===== src/hdl/swlf_pkg.sv =====
// ----------------------------------------------------------------------------
// swlf_pkg
// shared types and fixed constants of the sliding window line fit core
// ----------------------------------------------------------------------------
package swlf_pkg;

  // fraction bits of the fit results and their width
  localparam int FRAC_BITS      = 16;
  localparam int OUT_W          = 48;
  // window length register
  localparam int CFG_W          = 7;
  localparam int DEFAULT_WINDOW = 10;

  // sequencer states, one-hot
  typedef enum logic [5:0] {
    ST_IDLE = 6'b000001,
    ST_LOAD = 6'b000010,
    ST_MUL  = 6'b000100,
    ST_DIV  = 6'b001000,
    ST_SUB  = 6'b010000,
    ST_DONE = 6'b100000
  } swlf_state_e;

  // products formed by the shared multiplier, in issue order
  typedef enum logic [2:0] {
    OP_N_SXX  = 3'd0,
    OP_SX_SX  = 3'd1,
    OP_N_SXY  = 3'd2,
    OP_SX_SY  = 3'd3,
    OP_SY_SXX = 3'd4,
    OP_SX_SXY = 3'd5
  } swlf_op_e;

  // start and completion of a multi-cycle arithmetic unit
  typedef struct packed {
    logic start;
  } swlf_req_t;

  typedef struct packed {
    logic done;
  } swlf_rsp_t;

endpackage


===== src/hdl/swlf_mul.sv =====
// ----------------------------------------------------------------------------
// swlf_mul
// serial signed multiplier, one multiplier bit per cycle
// ----------------------------------------------------------------------------
module swlf_mul #(
  parameter int A_W = 38,
  parameter int B_W = 23
) (
  input  logic                     clk_i,
  input  logic                     rst_ni,
  input  swlf_pkg::swlf_req_t      req_i,
  input  logic signed [A_W-1:0]    a_i,
  input  logic signed [B_W-1:0]    b_i,
  output swlf_pkg::swlf_rsp_t      rsp_o,
  output logic signed [A_W+B_W:0]  prod_o
);

  localparam int P_W   = A_W + B_W;
  localparam int CNT_W = $clog2(B_W + 1);

  logic [A_W-1:0]   mag_a;
  logic [B_W-1:0]   mag_b;
  logic [P_W-1:0]   acc_q;
  logic [P_W-1:0]   mc_q;
  logic [B_W-1:0]   mp_q;
  logic [CNT_W-1:0] cnt_q;
  logic             neg_q;
  logic             busy_q;
  logic             done_q;

  assign mag_a = a_i[A_W-1] ? A_W'(-a_i) : A_W'(a_i);
  assign mag_b = b_i[B_W-1] ? B_W'(-b_i) : B_W'(b_i);

  always_ff @(posedge clk_i or negedge rst_ni) begin
    if (!rst_ni) begin
      acc_q  <= '0;
      mc_q   <= '0;
      mp_q   <= '0;
      cnt_q  <= '0;
      neg_q  <= 1'b0;
      busy_q <= 1'b0;
      done_q <= 1'b0;
    end else begin
      done_q <= 1'b0;
      if (req_i.start) begin
        acc_q  <= '0;
        mc_q   <= P_W'(mag_a);
        mp_q   <= mag_b;
        cnt_q  <= CNT_W'(B_W);
        neg_q  <= a_i[A_W-1] ^ b_i[B_W-1];
        busy_q <= 1'b1;
      end else if (busy_q) begin
        if (mp_q[0]) begin
          acc_q <= acc_q + mc_q;
        end
        mc_q  <= mc_q << 1;
        mp_q  <= mp_q >> 1;
        cnt_q <= cnt_q - CNT_W'(1);
        if (cnt_q == CNT_W'(1)) begin
          busy_q <= 1'b0;
          done_q <= 1'b1;
        end
      end
    end
  end

  assign rsp_o.done = done_q;
  assign prod_o     = neg_q ? -$signed({1'b0, acc_q}) : $signed({1'b0, acc_q});

endmodule


===== config.mk =====
export PLATFORM = sky130hd
export DESIGN_NAME = swlf_mul
export DESIGN_NICKNAME = d
export VERILOG_FILES = /design/src/hdl/swlf_pkg.sv /design/src/hdl/swlf_mul.sv
export SDC_FILE = /design/constraint.sdc
export NUM_CORES = 1
export LEC_CHECK = 0
export ABC_CLOCK_PERIOD_IN_PS = 3500
export BUFFER_PORTS_ARGS = -buffer_cell sky130_fd_sc_hd__buf_2
export CORE_MARGIN = 2
export CORE_UTILIZATION = 61
export DETAILED_ROUTE_END_ITERATION = 10
export GPL_ROUTABILITY_DRIVEN = 0
export GPL_TIMING_DRIVEN = 0
export MAX_ROUTING_LAYER = met4
export PLACE_DENSITY = 0.82
export RECOVER_POWER = 50
export SYNTH_ARGS = -nofsm -noshare
export SYNTH_HDL_FRONTEND = slang
export SYNTH_SLANG_ARGS = --single-unit

===== constraint.sdc =====
create_clock -name clk_i -period 3.5 [get_ports clk_i]
set_input_delay 0.175 -clock clk_i [delete_from_list [all_inputs] [get_ports clk_i]]
set_output_delay 0.175 -clock clk_i [all_outputs]
set_load 0.005 [all_outputs]

==> results.yml <==
outcome:
  status: "finished, violations left"
  violations: "max-capacitance violations, max-slew violations, negative setup slack"
critical_path:
  reg2reg_depth: 12
  cp_max_fo: 4
  crit_chain: "nor3_1, and3_1, nand2_2, or3_4, or2_4, or3_4, o41a_1, buf_6"
  crit_path_max_incr_delay_ns: 0.50
  cp_top_family: "simple AND/OR/NAND/NOR gates"
  critPathCaptureType: "primary output"
  path_depth: 8
  arrival_ns: 3.54
  path_class: "flop to primary output"
  path_common_cell: "or3_4"
  startpoint_type: "flop"
  crit_required_ns: 3.32
  cpMaxStageDelayCell: "nor3_1"
  crit_buf_inv: 1
  reg2reg_slack_ns: -0.04
sta:
  tightest_slew_ns: 1.808
  max_freq_ghz: 0.2691
  setup_slack_ns: -0.2162
  finalClockSkew_ns: 0.01098
  rsz0062_at_grt: "yes"
  final_hold_viol_count: 0
  fin_crit_sh_pct: 106.2
  setup_viol: 6
  drv_slew: 74
  whs_ns: 0.01699
  fin_crit_ns: 3.716
  slew_headroom_pct: -20.51
  timing.setup.tns_ns: -0.5917
drt:
  drt_iter0_drc: 1425
  dr.pass1.iters: 7
  postRouteAntennaNets: 0
  viasPerCell: 6.551
  wl_per_cell_um: 19.86
  routed_wl_mm: 40.88
  num_vias: 13480
  drc: 0
placement:
  dpl_worst_slack_ns: -0.3237
  portBuffers: 126
  hpwl_mm: 29.54
  placed_cells_incl_taps: 1995
synthesis:
  synth.area.mux_share_pct: 6.552
  syn-cell-area_mm2: 0.01285
  netlist_instances: 1593
  yosysUniqueCellTypes: 77
  synthAdderAreaFrac_pct: 6.484
  synth-simple-area-share_pct: 20.77
  ys.flop_type: "dfrtp_1"
  synth_seq_cells: 153
  synth_top_family_by_area: "compound AO/OA/AOI/OAI gates"
  synth-xor-area-share_pct: 10.70
  synth_compound_area_share_pct: 21.80
  synth_area_per_cell_um2: 8.067
  ys_async_sr_fraction_pct: 100.0
  ys_seq_area_share_pct: 29.79
  synth_fp_nets: 1723
  synth-edff-count: 0
  synth_warnings: 0
layout:
  filler_cell_count: 1621
  layout.cells.non_filler: 2058
  area_growth_pct: 16.55
  regArea_mm2: 0.003835
  drive_above_1_share_pct: 15.20
  n_antenna_cell: 0
  multi_input_area_mm2: 0.008811
  nNetsFinal: 1900
min_path:
  min_path_type: "input pin to flop"
  hold-path-cell-count: 3
floorplanning:
  die_w_um: 149.1
  rows: 53
  core_area_mm2: 0.02082
  die-area_mm2: 0.02224
  die_y_um: 149.1
  start_util_pct: 61.72
  io_pins: 127
clock_tree:
  clockRootBuffer: "clkbuf_16"
  ctsLongestPathBuffers: 2
  clkSinkCount: 153
  clk_latency_ns: 0.45
  cts_tree: "yes"
  clk_pin_slew_worst_paths_ns: 0.07
  htree_levels: 4
  cts_made_buffers: 17
run:
  cap_viol_max_count: 1
grt:
  grt_overflow: 0
  groute.usage.overall_pct: 37.23
  grt_max_degree: 82
  grt_pass1_wl_mm: 63.11
  grt_antenna_before_repair: 0
  grt_pass1_vias: 12380
power_and_ir_drop:
  peakVddDrop_v: 0.0003851
  power_frac_clock_pct: 28.5
  pwr-share-seq_pct: 32.2
  total_power_mw: 6.752
  netSwitchingFraction_pct: 39.42
  p_switching_mw: 2.661
  comb_power_share_pct: 39.3
  leakagePower_nw: 7.011
  p_per_area_mw_per_mm2: 450.8
  intPower_mw: 4.090
Yosys cell counts (all sizes together) (9+ instances only):
cell      n  area, µm²
nor2     85      319.1
nand2   239      897.1
o21a     13      97.59
nor3     33      176.4
buf      28      123.9
a31oi    12      75.07
inv      32      120.1
or3      22      152.6
o21ai   153      769.5
a21o     31      232.7
mux2i    83      830.8
xor2     19      166.4
nand3    37      185.2
a211oi   13      97.59
a21oi   112      564.3
nor2b    13      81.33
clkbuf   68      257.8
dfrtp   153       3829
o41ai    14      122.6
o31ai    37      277.8
xnor2   138       1209
or4      13      101.4
nand2b   14      87.58
and2      9      56.31
nor4     13      81.33
nand4    29      181.4
or2      12      75.07
ha       65      813.3
and3     19      118.9
worst min-delay path: stages:
cell and delay, ns:
buf_2 0.09, nand4b_1 0.09, o21ai_0 0.06
flip-flops by register name, indices dropped and copies added, names as in the netlist:
| signal | flops |
|---|---|
| acc_q | 61 |
| mc_q | 61 |
| mp_q | 23 |
| cnt_q | 5 |
| busy_q | 1 |
| neg_q | 1 |
| rsp_o | 1 |
cell usage in the layout, fill, tap and decap left out, drive strengths merged, types with 5 or more instances in the layout:
master | synthesis | routed
or3 | 22 | 22
inv | 32 | 43
or2 | 12 | 12
or4 | 13 | 13
o31ai | 37 | 37
ha | 65 | 65
nand2 | 239 | 239
o41ai | 14 | 14
nor3 | 33 | 33
o211ai | 8 | 8
xor2 | 19 | 19
nor2b | 13 | 13
a21oi | 112 | 112
and3 | 19 | 19
nand3b | 6 | 6
buf | 28 | 174
o21ai | 153 | 153
a21o | 31 | 31
nand4b | 5 | 5
nand2b | 14 | 14
o21a | 13 | 13
nand4 | 29 | 29
o21bai | 7 | 7
a31oi | 12 | 12
dfrtp | 153 | 153
xnor2 | 138 | 138
mux2i | 83 | 83
and2 | 9 | 9
nor2 | 85 | 85
clkbuf | 68 | 96
a211oi | 13 | 13
nor4 | 13 | 13
nand3 | 37 | 37
per-stage QoR:
step / cell area (µm²) / utilization [%]
finish: 14980 / 71.93
global route: 14980 / 71.93
CTS: 14740 / 70.80
detailed placement: 13860 / 66.56
global placement: 13830 / 66.40
floorplan: 12850 / -
what timing repair did:
item,4_1_cts,5_1_grt
hold endpoints to repair,72,0
setup buffers,20,10
resized for setup,27,46
hold buffers,1,0
endpoints found under the setup margin,23,30
pin swaps,11,17
power groups by stage:
stage / combinational [mW] / clock (mW) / sequential (mW)
6_report: 2.66 / 1.92 / 2.17
5_1_grt: 2.89 / 1.98 / 2.19
4_1_cts: 2.49 / 1.91 / 2.15
3_5_place_dp: 2.33 / 0 / 2.20
3_3_place_gp: 2.27 / 0 / 2.19
2_1_floorplan: 1.62 / 0 / 2.12
cells by family (layout without fill, tap and decap cells):
group,count (synthesis),count (layout)
mux,84,84
flops,153,153
xor+xnor,157,157
fa+ha+maj,66,66
buf+inv,128,318
simple gates,556,556
compound gates,449,449
layer usage:
metal | part of all wire, % | vias up | global-route usage [%]
met5 | 0 | - | -
met4 | 5.3 | 0 | 17.90
met3 | 11 | 201 | 7.676
met2 | 45 | 841 | 58.20
met1 | 39 | 6325 | 46.33
li1 | - | 6114 | -
path summary, 6_finish.rpt:
path / start / to
max in group asynchronous: rst_ni / acc_q[27]$_DFFE_PN0P_
worst max register to register: acc_q[0]$_DFFE_PN0P_ / acc_q[60]$_DFFE_PN0P_
min in group asynchronous: rst_ni / mc_q[12]$_DFFE_PN0P_
worst max-delay path: acc_q[0]$_DFFE_PN0P_ / prod_o[61]
worst min register to register: mp_q[22]$_DFFE_PN0P_ / mp_q[22]$_DFFE_PN0P_
worst min-delay path: b_i[21] / mp_q[22]$_DFFE_PN0P_
area by class of cell:
cell class	instances	share of cell area, %
clock inverter	15	1.169
tap	275	2.297
timing repair buffer	158	5.881
inverter	32	0.8019
sequential	153	25.60
clock buffer	17	2.840
multi-input combinational	1312	58.83
buffer	96	2.581
No activity file was read; power rests on OpenSTA's default activity.
