### src/hdl/swlf_pkg.sv
// ----------------------------------------------------------------------------
// swlf_pkg
// shared types and fixed constants of the sliding window line fit core
// ----------------------------------------------------------------------------
package swlf_pkg;

  // fraction bits of the fit results and their width
  localparam int FRAC_BITS      = 16;
  localparam int OUT_W          = 48;
  // window length register
  localparam int CFG_W          = 7;
  localparam int DEFAULT_WINDOW = 10;

  // sequencer states, one-hot
  typedef enum logic [5:0] {
    ST_IDLE = 6'b000001,
    ST_LOAD = 6'b000010,
    ST_MUL  = 6'b000100,
    ST_DIV  = 6'b001000,
    ST_SUB  = 6'b010000,
    ST_DONE = 6'b100000
  } swlf_state_e;

  // products formed by the shared multiplier, in issue order
  typedef enum logic [2:0] {
    OP_N_SXX  = 3'd0,
    OP_SX_SX  = 3'd1,
    OP_N_SXY  = 3'd2,
    OP_SX_SY  = 3'd3,
    OP_SY_SXX = 3'd4,
    OP_SX_SXY = 3'd5
  } swlf_op_e;

  // start and completion of a multi-cycle arithmetic unit
  typedef struct packed {
    logic start;
  } swlf_req_t;

  typedef struct packed {
    logic done;
  } swlf_rsp_t;

endpackage

### src/hdl/swlf_div.sv
// ----------------------------------------------------------------------------
// swlf_div
// serial restoring divider, rounded fixed-point ratio with saturation
// ----------------------------------------------------------------------------
module swlf_div #(
  parameter int N_W = 62
) (
  input  logic                              clk_i,
  input  logic                              rst_ni,
  input  swlf_pkg::swlf_req_t               req_i,
  input  logic signed [N_W-1:0]             num_i,
  input  logic signed [N_W-1:0]             den_i,
  output swlf_pkg::swlf_rsp_t               rsp_o,
  output logic signed [swlf_pkg::OUT_W-1:0] quo_o
);

  localparam int Q_W   = swlf_pkg::OUT_W;
  localparam int D_W   = N_W + swlf_pkg::FRAC_BITS + 1;
  localparam int CNT_W = $clog2(D_W + 1);

  logic [N_W-1:0]   mag_n;
  logic [N_W-1:0]   mag_d;
  logic [D_W-1:0]   quo_q;
  logic [N_W:0]     rem_q;
  logic [N_W:0]     dd_q;
  logic [N_W+1:0]   trial;
  logic             ge;
  logic [CNT_W-1:0] cnt_q;
  logic             neg_q;
  logic             busy_q;
  logic             done_q;
  logic [D_W-1:0]   lim;
  logic [Q_W-1:0]   qmag;

  assign mag_n = num_i[N_W-1] ? N_W'(-num_i) : N_W'(num_i);
  assign mag_d = den_i[N_W-1] ? N_W'(-den_i) : N_W'(den_i);
  assign trial = {rem_q, quo_q[D_W-1]};
  assign ge    = trial >= {1'b0, dd_q};

  always_ff @(posedge clk_i or negedge rst_ni) begin
    if (!rst_ni) begin
      quo_q  <= '0;
      rem_q  <= '0;
      dd_q   <= '0;
      cnt_q  <= '0;
      neg_q  <= 1'b0;
      busy_q <= 1'b0;
      done_q <= 1'b0;
    end else begin
      done_q <= 1'b0;
      if (req_i.start) begin
        // half a divisor added so the truncating divide rounds to nearest
        quo_q  <= (D_W'(mag_n) << (swlf_pkg::FRAC_BITS + 1)) + D_W'(mag_d);
        rem_q  <= '0;
        dd_q   <= {mag_d, 1'b0};
        cnt_q  <= CNT_W'(D_W);
        neg_q  <= num_i[N_W-1] ^ den_i[N_W-1];
        busy_q <= 1'b1;
      end else if (busy_q) begin
        rem_q <= ge ? (N_W+1)'(trial - {1'b0, dd_q}) : trial[N_W:0];
        quo_q <= {quo_q[D_W-2:0], ge};
        cnt_q <= cnt_q - CNT_W'(1);
        if (cnt_q == CNT_W'(1)) begin
          busy_q <= 1'b0;
          done_q <= 1'b1;
        end
      end
    end
  end

  // saturate to the largest magnitude of the result sign
  assign lim   = neg_q ? (D_W'(1) << (Q_W - 1)) : ((D_W'(1) << (Q_W - 1)) - D_W'(1));
  assign qmag  = (quo_q > lim) ? lim[Q_W-1:0] : quo_q[Q_W-1:0];
  assign quo_o = neg_q ? -$signed(qmag) : $signed(qmag);
  assign rsp_o.done = done_q;

endmodule

### config.mk
export PLATFORM = sky130hd
export DESIGN_NAME = swlf_div
export DESIGN_NICKNAME = d
export VERILOG_FILES = /design/src/hdl/swlf_pkg.sv /design/src/hdl/swlf_div.sv
export SDC_FILE = /design/constraint.sdc
export NUM_CORES = 1
export LEC_CHECK = 0
export BUFFER_PORTS_ARGS = -buffer_cell sky130_fd_sc_hd__buf_2
export CAP_MARGIN = 20
export CELL_PAD_IN_SITES_DETAIL_PLACEMENT = 0
export CELL_PAD_IN_SITES_GLOBAL_PLACEMENT = 2
export CORE_ASPECT_RATIO = 1.1
export CORE_MARGIN = 8
export CORE_UTILIZATION = 33
export DETAILED_ROUTE_END_ITERATION = 8
export PLACE_DENSITY_LB_ADDON = 0.1
export SLEW_MARGIN = 20
export SYNTH_ARGS = -nofsm -noshare
export SYNTH_HDL_FRONTEND = slang
export SYNTH_SLANG_ARGS = --single-unit
### constraint.sdc
create_clock -name clk_i -period 6.57 [get_ports clk_i]
set_clock_uncertainty 0.2 [all_clocks]
set_input_delay 0.3285 -clock clk_i [delete_from_list [all_inputs] [get_ports clk_i]]
set_output_delay 0.3285 -clock clk_i [all_outputs]
set_load 0.05 [all_outputs]
==> metrics, run 1 <==
syn_nets 2,970; # IOs 176; reg2reg end rem_q[61]$_DFFE_PN0P_; buffer depth of the longest clock path 3; Total Power 7.56 mW; first-pass GRT wire length 117,000 um; initial antenna violation count 7; via count 20,600; worst r2r src rem_q[9]$_DFFE_PN0P_; nets 3,161; chip width 257 um; H-tree depth 1; Lkg Pwr 11.4 nW; EDFF count, synth 0; Die ar. 72,200 um2; Comb pwr share 50.8%; RSZ-0062 raised after global routing false; top cell type's share of synthesized area 25.4%; Cell variety after synth 77; grt total ovfl 0; Initial Utilization 33.2%; WHS Endpoint quo_q[75]$_DFFE_PN0P_; max_cap viols 0; pin count of the biggest net entering global routing 163; GRT Overall Usage 20.0%; Clock Latency Late Sink 0.61 ns; Startpoint Class input port; vias in the first global route 20,200; Flop pwr share 25.5%; outcome complete, no violations; worst ir drop on vdd 0.270 mV; commonest cells in the synthesized netlist o21ai_0, nand2_1, a21oi_1, dfrtp_1, nor2_1; HP Class input port to register; post-synthesis sequential area ratio 25.4%; Num Clock Sinks 214; minimum clock period after layout 6.29 ns; 1st-pass router iterations 5; WP data required 6.83 ns; top-count cell post-synth o21ai_0; reg2reg setup slack 1.77 ns; Mapped Area 21,100 um2; max_slew headroom 16.9%; Worst Hold Margin 0.0402 ns; layout cells sized above 1 12.9%; Cells after DPL 3,625; CTS Root Buffer Type clkbuf_16; final clock period utilization by the worst path 95.7%; die span in y 281 um; main area contributors after synthesis dfrtp_1, ha_1, xnor2_1, o21ai_0, a21oi_1; final hold vios 0; gpl congestion 0.874; origin of the worst min-delay path num_i[58]; WL/cell 19.9 um; R2R depth 14; switching part of the total 43.4%; nature of the critical path endpoint register; Worst EP arrival 6.55 ns; Syn Inst Count 2,681; CTS buffer count 30; CTS tree done; worst slew pin tran 1.25 ns; Critical Path Start den_i[15]; Yosys warning total 0; First DRT Iteration DRCs 1,305; via/cell ratio 5.52; Clock transition at path regs 0.06 ns; Max Clk Rate 159 MHz; leading area contributor after synthesis dfrtp_1; Finish-stage setup viols 0; P per Cell Area 303 nW/um2; Routed WL 74,500 um; Slew Limit Fails 0; post-synthesis async set-or-reset flop share 100%; Crit Path Max Fanout 9; Fin Setup TNS 0 ns; final non-filler cell total 3,739; Internal 4.28 mW; DRC 0; hold path depth 4; critical path class input port to register; final antenna-violating net count 0; dpl hpwl 57,700 um; Syn Area/Cell 7.86 um2; sw power 3.28 mW; clock group share of total power 23.7%; Port Buffers 175; num rows 97; #FFs+latches synth 214; layout overhead on the synthesized area 18.6%; core box area 63,500 um2; Primary FF master, synth dfrtp_1
==> layout make-up <==
cell class / instances / area (um2)
fill: 6659 / 38500
multi-input combinational: 2202 / 14900
sequential: 214 / 5360
timing repair buffer: 309 / 2170
tap: 841 / 1050
clock buffer: 36 / 803
inverter: 115 / 432
clock inverter: 19 / 287
antenna: 3 / 7.51
==> routing by layer <==
layer,part of all wire (%),vias to the layer above,routed length [um],track usage [%]
met1,47,9910,35400,27.5
met5,0.091,-,68,0
met4,1.8,10,1340,4.03
met2,46,477,34000,32.9
met3,5.0,73,3750,3.06
li1,-,10200,-,-
==> registers in the layout, indices dropped and copies added (netlist names) <==
signal	count
busy_q	1
dd_q	62
rsp_o	1
rem_q	63
quo_q	79
neg_q	1
cnt_q	7
==> stage by stage <==
stage               worst slack [ns]  instance area (um2)  util [%]
floorplan                     0.0115                21100         -
global placement              -0.320                23200      36.6
detailed placement            -0.130                23200      36.6
CTS                           0.0734                24900      39.2
global route                 0.00639                25000      39.3
finish                         0.280                25000      39.4
==> worst max-delay path, stage by stage <==
cell and delay, ns:
dlygate4sd3_1 0.56, buf_2 0.17, or4_1 0.55, nor4_1 0.33
nand2b_1 0.11, or2_2 0.37, or3_1 0.46, or3_4 0.42
or4_1 0.50, nand2b_4 0.17, nand2b_4 0.17, o41ai_4 0.23
xnor2_1 0.25, ha_1 0.31, buf_4 0.15, a21o_1 0.16
a21oi_1 0.18, nor2b_1 0.08, o21ai_0 0.32, o31ai_4 0.22
and3_1 0.20, xnor2_1 0.12, a21o_1 0.17
==> logic make-up (layout without fill, tap and decap cells) <==
kind of cell | count (synthesis) | after routing | synth area share (%)
compound gates | 898 | 898 | 27.1
simple gates | 814 | 814 | 18.8
buf+inv | 265 | 479 | 4.73
xor+xnor | 230 | 230 | 9.56
flops | 214 | 214 | 25.4
fa+ha+maj | 162 | 162 | 9.69
mux | 98 | 98 | 4.73
other cells | 0 | 3 | 0
==> cell usage in the layout, fill, tap and decap left out, types with 10 or more instances in the layout <==
cell / instances
and3_1: 16
inv_1: 113
o21ai_0: 242
o41ai_1: 22
nor2_1: 206
nor2b_1: 39
or2_2: 18
and2_1: 10
a211oi_1: 83
buf_2: 167
or3_1: 28
o211ai_1: 13
o21a_1: 35
buf_4: 76
nor4_1: 32
nand3_1: 46
or4_1: 19
xor2_1: 77
o31ai_1: 38
nand4_1: 41
nand2_1: 233
nor3_1: 58
a31oi_1: 23
dlygate4sd3_1: 51
ha_1: 160
a21oi_1: 225
o21bai_1: 23
dfrtp_1: 212
a21o_1: 92
nand2b_1: 29
xnor2_1: 153
clkbuf_16: 30
mux2i_1: 88
==> power groups by stage <==
stage               logic [mW]  registers, mW  clock network (mW)
detailed placement        3.80           1.95                   0
floorplan                 2.79           1.83                   0
finish                    3.84           1.93                1.79
CTS                       3.86           1.93                1.85
global placement          3.78           1.95                   0
global route              4.31           1.97                1.90
==> how the worst max path moves through the flow <==
| stage | cells after the start | endpoint | slack (ns) |
|---|---|---|---|
| 2_1_floorplan | 24 | quo_o[38] | 0.01 |
| 3_3_place_gp | 19 | quo_q[77]$_DFFE_PN0P_ | -0.32 |
| 3_5_place_dp | 22 | quo_q[74]$_DFFE_PN0P_ | -0.13 |
| 4_1_cts | 23 | quo_o[46] | 0.07 |
| 5_1_grt | 23 | quo_o[34] | 0.006 |
| 6_report | 23 | quo_q[71]$_DFFE_PN0P_ | 0.28 |
==> timing repair <==
action	4_1_cts	5_1_grt
buffers inserted	3	2
setup endpoints to repair	5	22
cloned	0	0
hold buffers	51	0
endpoints found under the hold margin	125	0
gates resized for setup	2	13
pin swaps	0	2
Power figures use the tool's default switching activity.
==> run 2: changes to the inputs <==
--- a/config.mk
+++ b/config.mk
@@ -10,7 +10,6 @@
 export CELL_PAD_IN_SITES_DETAIL_PLACEMENT = 0
 export CELL_PAD_IN_SITES_GLOBAL_PLACEMENT = 2
 export CORE_ASPECT_RATIO = 1.1
-export CORE_MARGIN = 8
 export CORE_UTILIZATION = 33
 export DETAILED_ROUTE_END_ITERATION = 8
 export PLACE_DENSITY_LB_ADDON = 0.1
==> run 2 against run 1 <==
  * Critical path type unchanged
  * Sequential share of layout area up 0.15 points
  * Global-route usage up 2.3 points
  * Sequential power barely moved
  * Hold slack lost 0.0083 ns
==> metrics, run 2 (synthesized netlist as in run 1, its figures left out) <==
outcome complete, no violations; worst ir drop on vdd 0.283 mV; 1st-pass router iterations 5; DRC 0; worst slew pin tran 0.940 ns; max_cap viols 0; grt total ovfl 0; most frequent CP cell o31ai_1; nets 3,142; Lkg Pwr 11.3 nW; # IOs 176; final worst setup slack 0.289 ns; final antenna-violating net count 0; largest register by flop count quo_q; pin count of the biggest net entering global routing 177; core box area 62,700 um2; Max Clk Rate 159 MHz; max_slew headroom 37.3%; Core Util, Final 39.6%; HP Class input port to asynchronous set/reset pin; Fin Setup TNS 0 ns; Num Clock Sinks 214; buffer depth of the longest clock path 3; Clock Latency Late Sink 0.63 ns; CTS buffer count 30; max FFs per register 79; minimum clock period after layout 6.28 ns; dpl cell area 23,000 um2; CP bufs+invs 4; CTS tree done; WL/cell 19.8 um; die span in y 267 um; Die ar. 64,900 um2; final hold vios 0; Cell Chain, Critical Path dlygate4sd3_1, buf_2, or4_4, or2_1, or3_1, or3_4, or3_1, or3_4, or4_1, nand2b_4, o31ai_1, xnor2_1, ha_1, buf_4, a21o_1, a21oi_1, o31ai_1, a21oi_1, o31ai_1, buf_4, and3_1, xnor2_1, a21o_1; critical path class input port to register; Seq. cell area 5360 um2; P per Cell Area 307 nW/um2; via count 20,600; WP data required 6.82 ns; first-pass GRT wire length 115,000 um; most common cell after layout, fill and taps aside o21ai_0; multi-input logic area 14,900 um2; nature of the critical path endpoint register; Worst EP arrival 6.53 ns; slowest CP cell or4_4; CTS Root Buffer Type clkbuf_16; initial antenna violation count 11; First DRT Iteration DRCs 1,303; Clock transition at path regs 0.06 ns; vias in the first global route 20,200; crit-path leading delay family simple AND/OR/NAND/NOR gates; H-tree depth 1; biggest regs quo_q (79), rem_q (63), dd_q (62); # fillers 6,595; final instance area 24,800 um2; num rows 96; Routed WL 73,700 um; Slew Limit Fails 0; dpl hpwl 56,900 um; layout overhead on the synthesized area 17.7%; final clock period utilization by the worst path 95.6%; via/cell ratio 5.54; CP max stage delay 0.56 ns; Worst Hold Margin 0.0318 ns; GRT Overall Usage 22.2%; chip width 243 um; Initial Utilization 33.6%; Port Buffers 175; dpl ws 0.0616 ns; Startpoint Class input port; Crit Path Max Fanout 10; Finish-stage setup viols 0; gpl congestion 0.874; most frequent cells in the layout o21ai_0, nand2_1, a21oi_1, dfrtp_1, nor2_1; layout cells sized above 1 12.3%
-- run 2: timing repair --
action / 4_1_cts / 5_1_grt
buffers inserted: 1 / 3
cloned: 0 / 1
setup endpoints to repair: 4 / 25
pin swaps: 0 / 2
endpoints found under the hold margin: 128 / 0
hold buffers: 54 / 0
resized for setup: 0 / 16
-- run 2: layer usage --
metal	share of wire, %	track usage, %	up-vias	wire length, um
li1	-	-	10100	-
met1	47	29.9	9811	34300
met5	0.095	0	-	70
met4	2.9	6.82	12	2170
met3	5.4	3.48	112	3960
met2	45	36.4	508	33200
-- run 2: per-stage QoR --
stage | instances | power, mW
floorplan | 2681 | 4.62
global placement | 3595 | 5.71
detailed placement | 3595 | 5.74
CTS | 3706 | 7.69
global route | 3713 | 8.22
finish | 3716 | 7.62
-- run 2: area by class of cell --
cell class                 instances  area share (%)
multi-input combinational       2203            59.9
sequential                       214            21.6
timing repair buffer             289            7.87
tap                              833            4.20
clock buffer                      39            3.36
inverter                         115            1.74
clock inverter                    17            1.22
antenna                            6          0.0605
-- run 2: path summary, 6_finish.rpt --
path	slack (ns)	cells past startpoint	to	start
hold reg to reg	0.29	1	dd_q[13]$_DFFE_PN0P_	dd_q[13]$_DFFE_PN0P_
setup / recovery	0.29	23	quo_q[71]$_DFFE_PN0P_	den_i[26]
setup reg to reg	1.58	16	rem_q[58]$_DFFE_PN0P_	dd_q[8]$_DFFE_PN0P_
hold / removal	0.03	2	rem_q[8]$_DFFE_PN0P_	rst_ni
max in group asynchronous	4.75	3	neg_q$_DFFE_PN0P_	rst_ni
min in group clk_i	0.03	4	dd_q[54]$_DFFE_PN0P_	den_i[53]
-- run 2: worst register-to-register path: stages, from the launching register on --
cell and delay [ns]:
dfrtp_1 0.37, inv_1 0.05, ha_1 0.35, inv_1 0.11
nor4_1 0.65, a211o_1 0.25, o21ai_0 0.18, a21oi_1 0.20
buf_4 0.17, a31oi_1 0.09, buf_4 0.19, a21oi_1 0.15
nor2_1 0.06, o41a_2 0.70, nand2b_1 0.44, or4_1 0.64
o21ai_0 0.10
-- run 2: power breakdown --
group	switching, mW	internal (mW)
clock	0.686	1.17
sequential	0.333	1.61
combinational	2.29	1.53
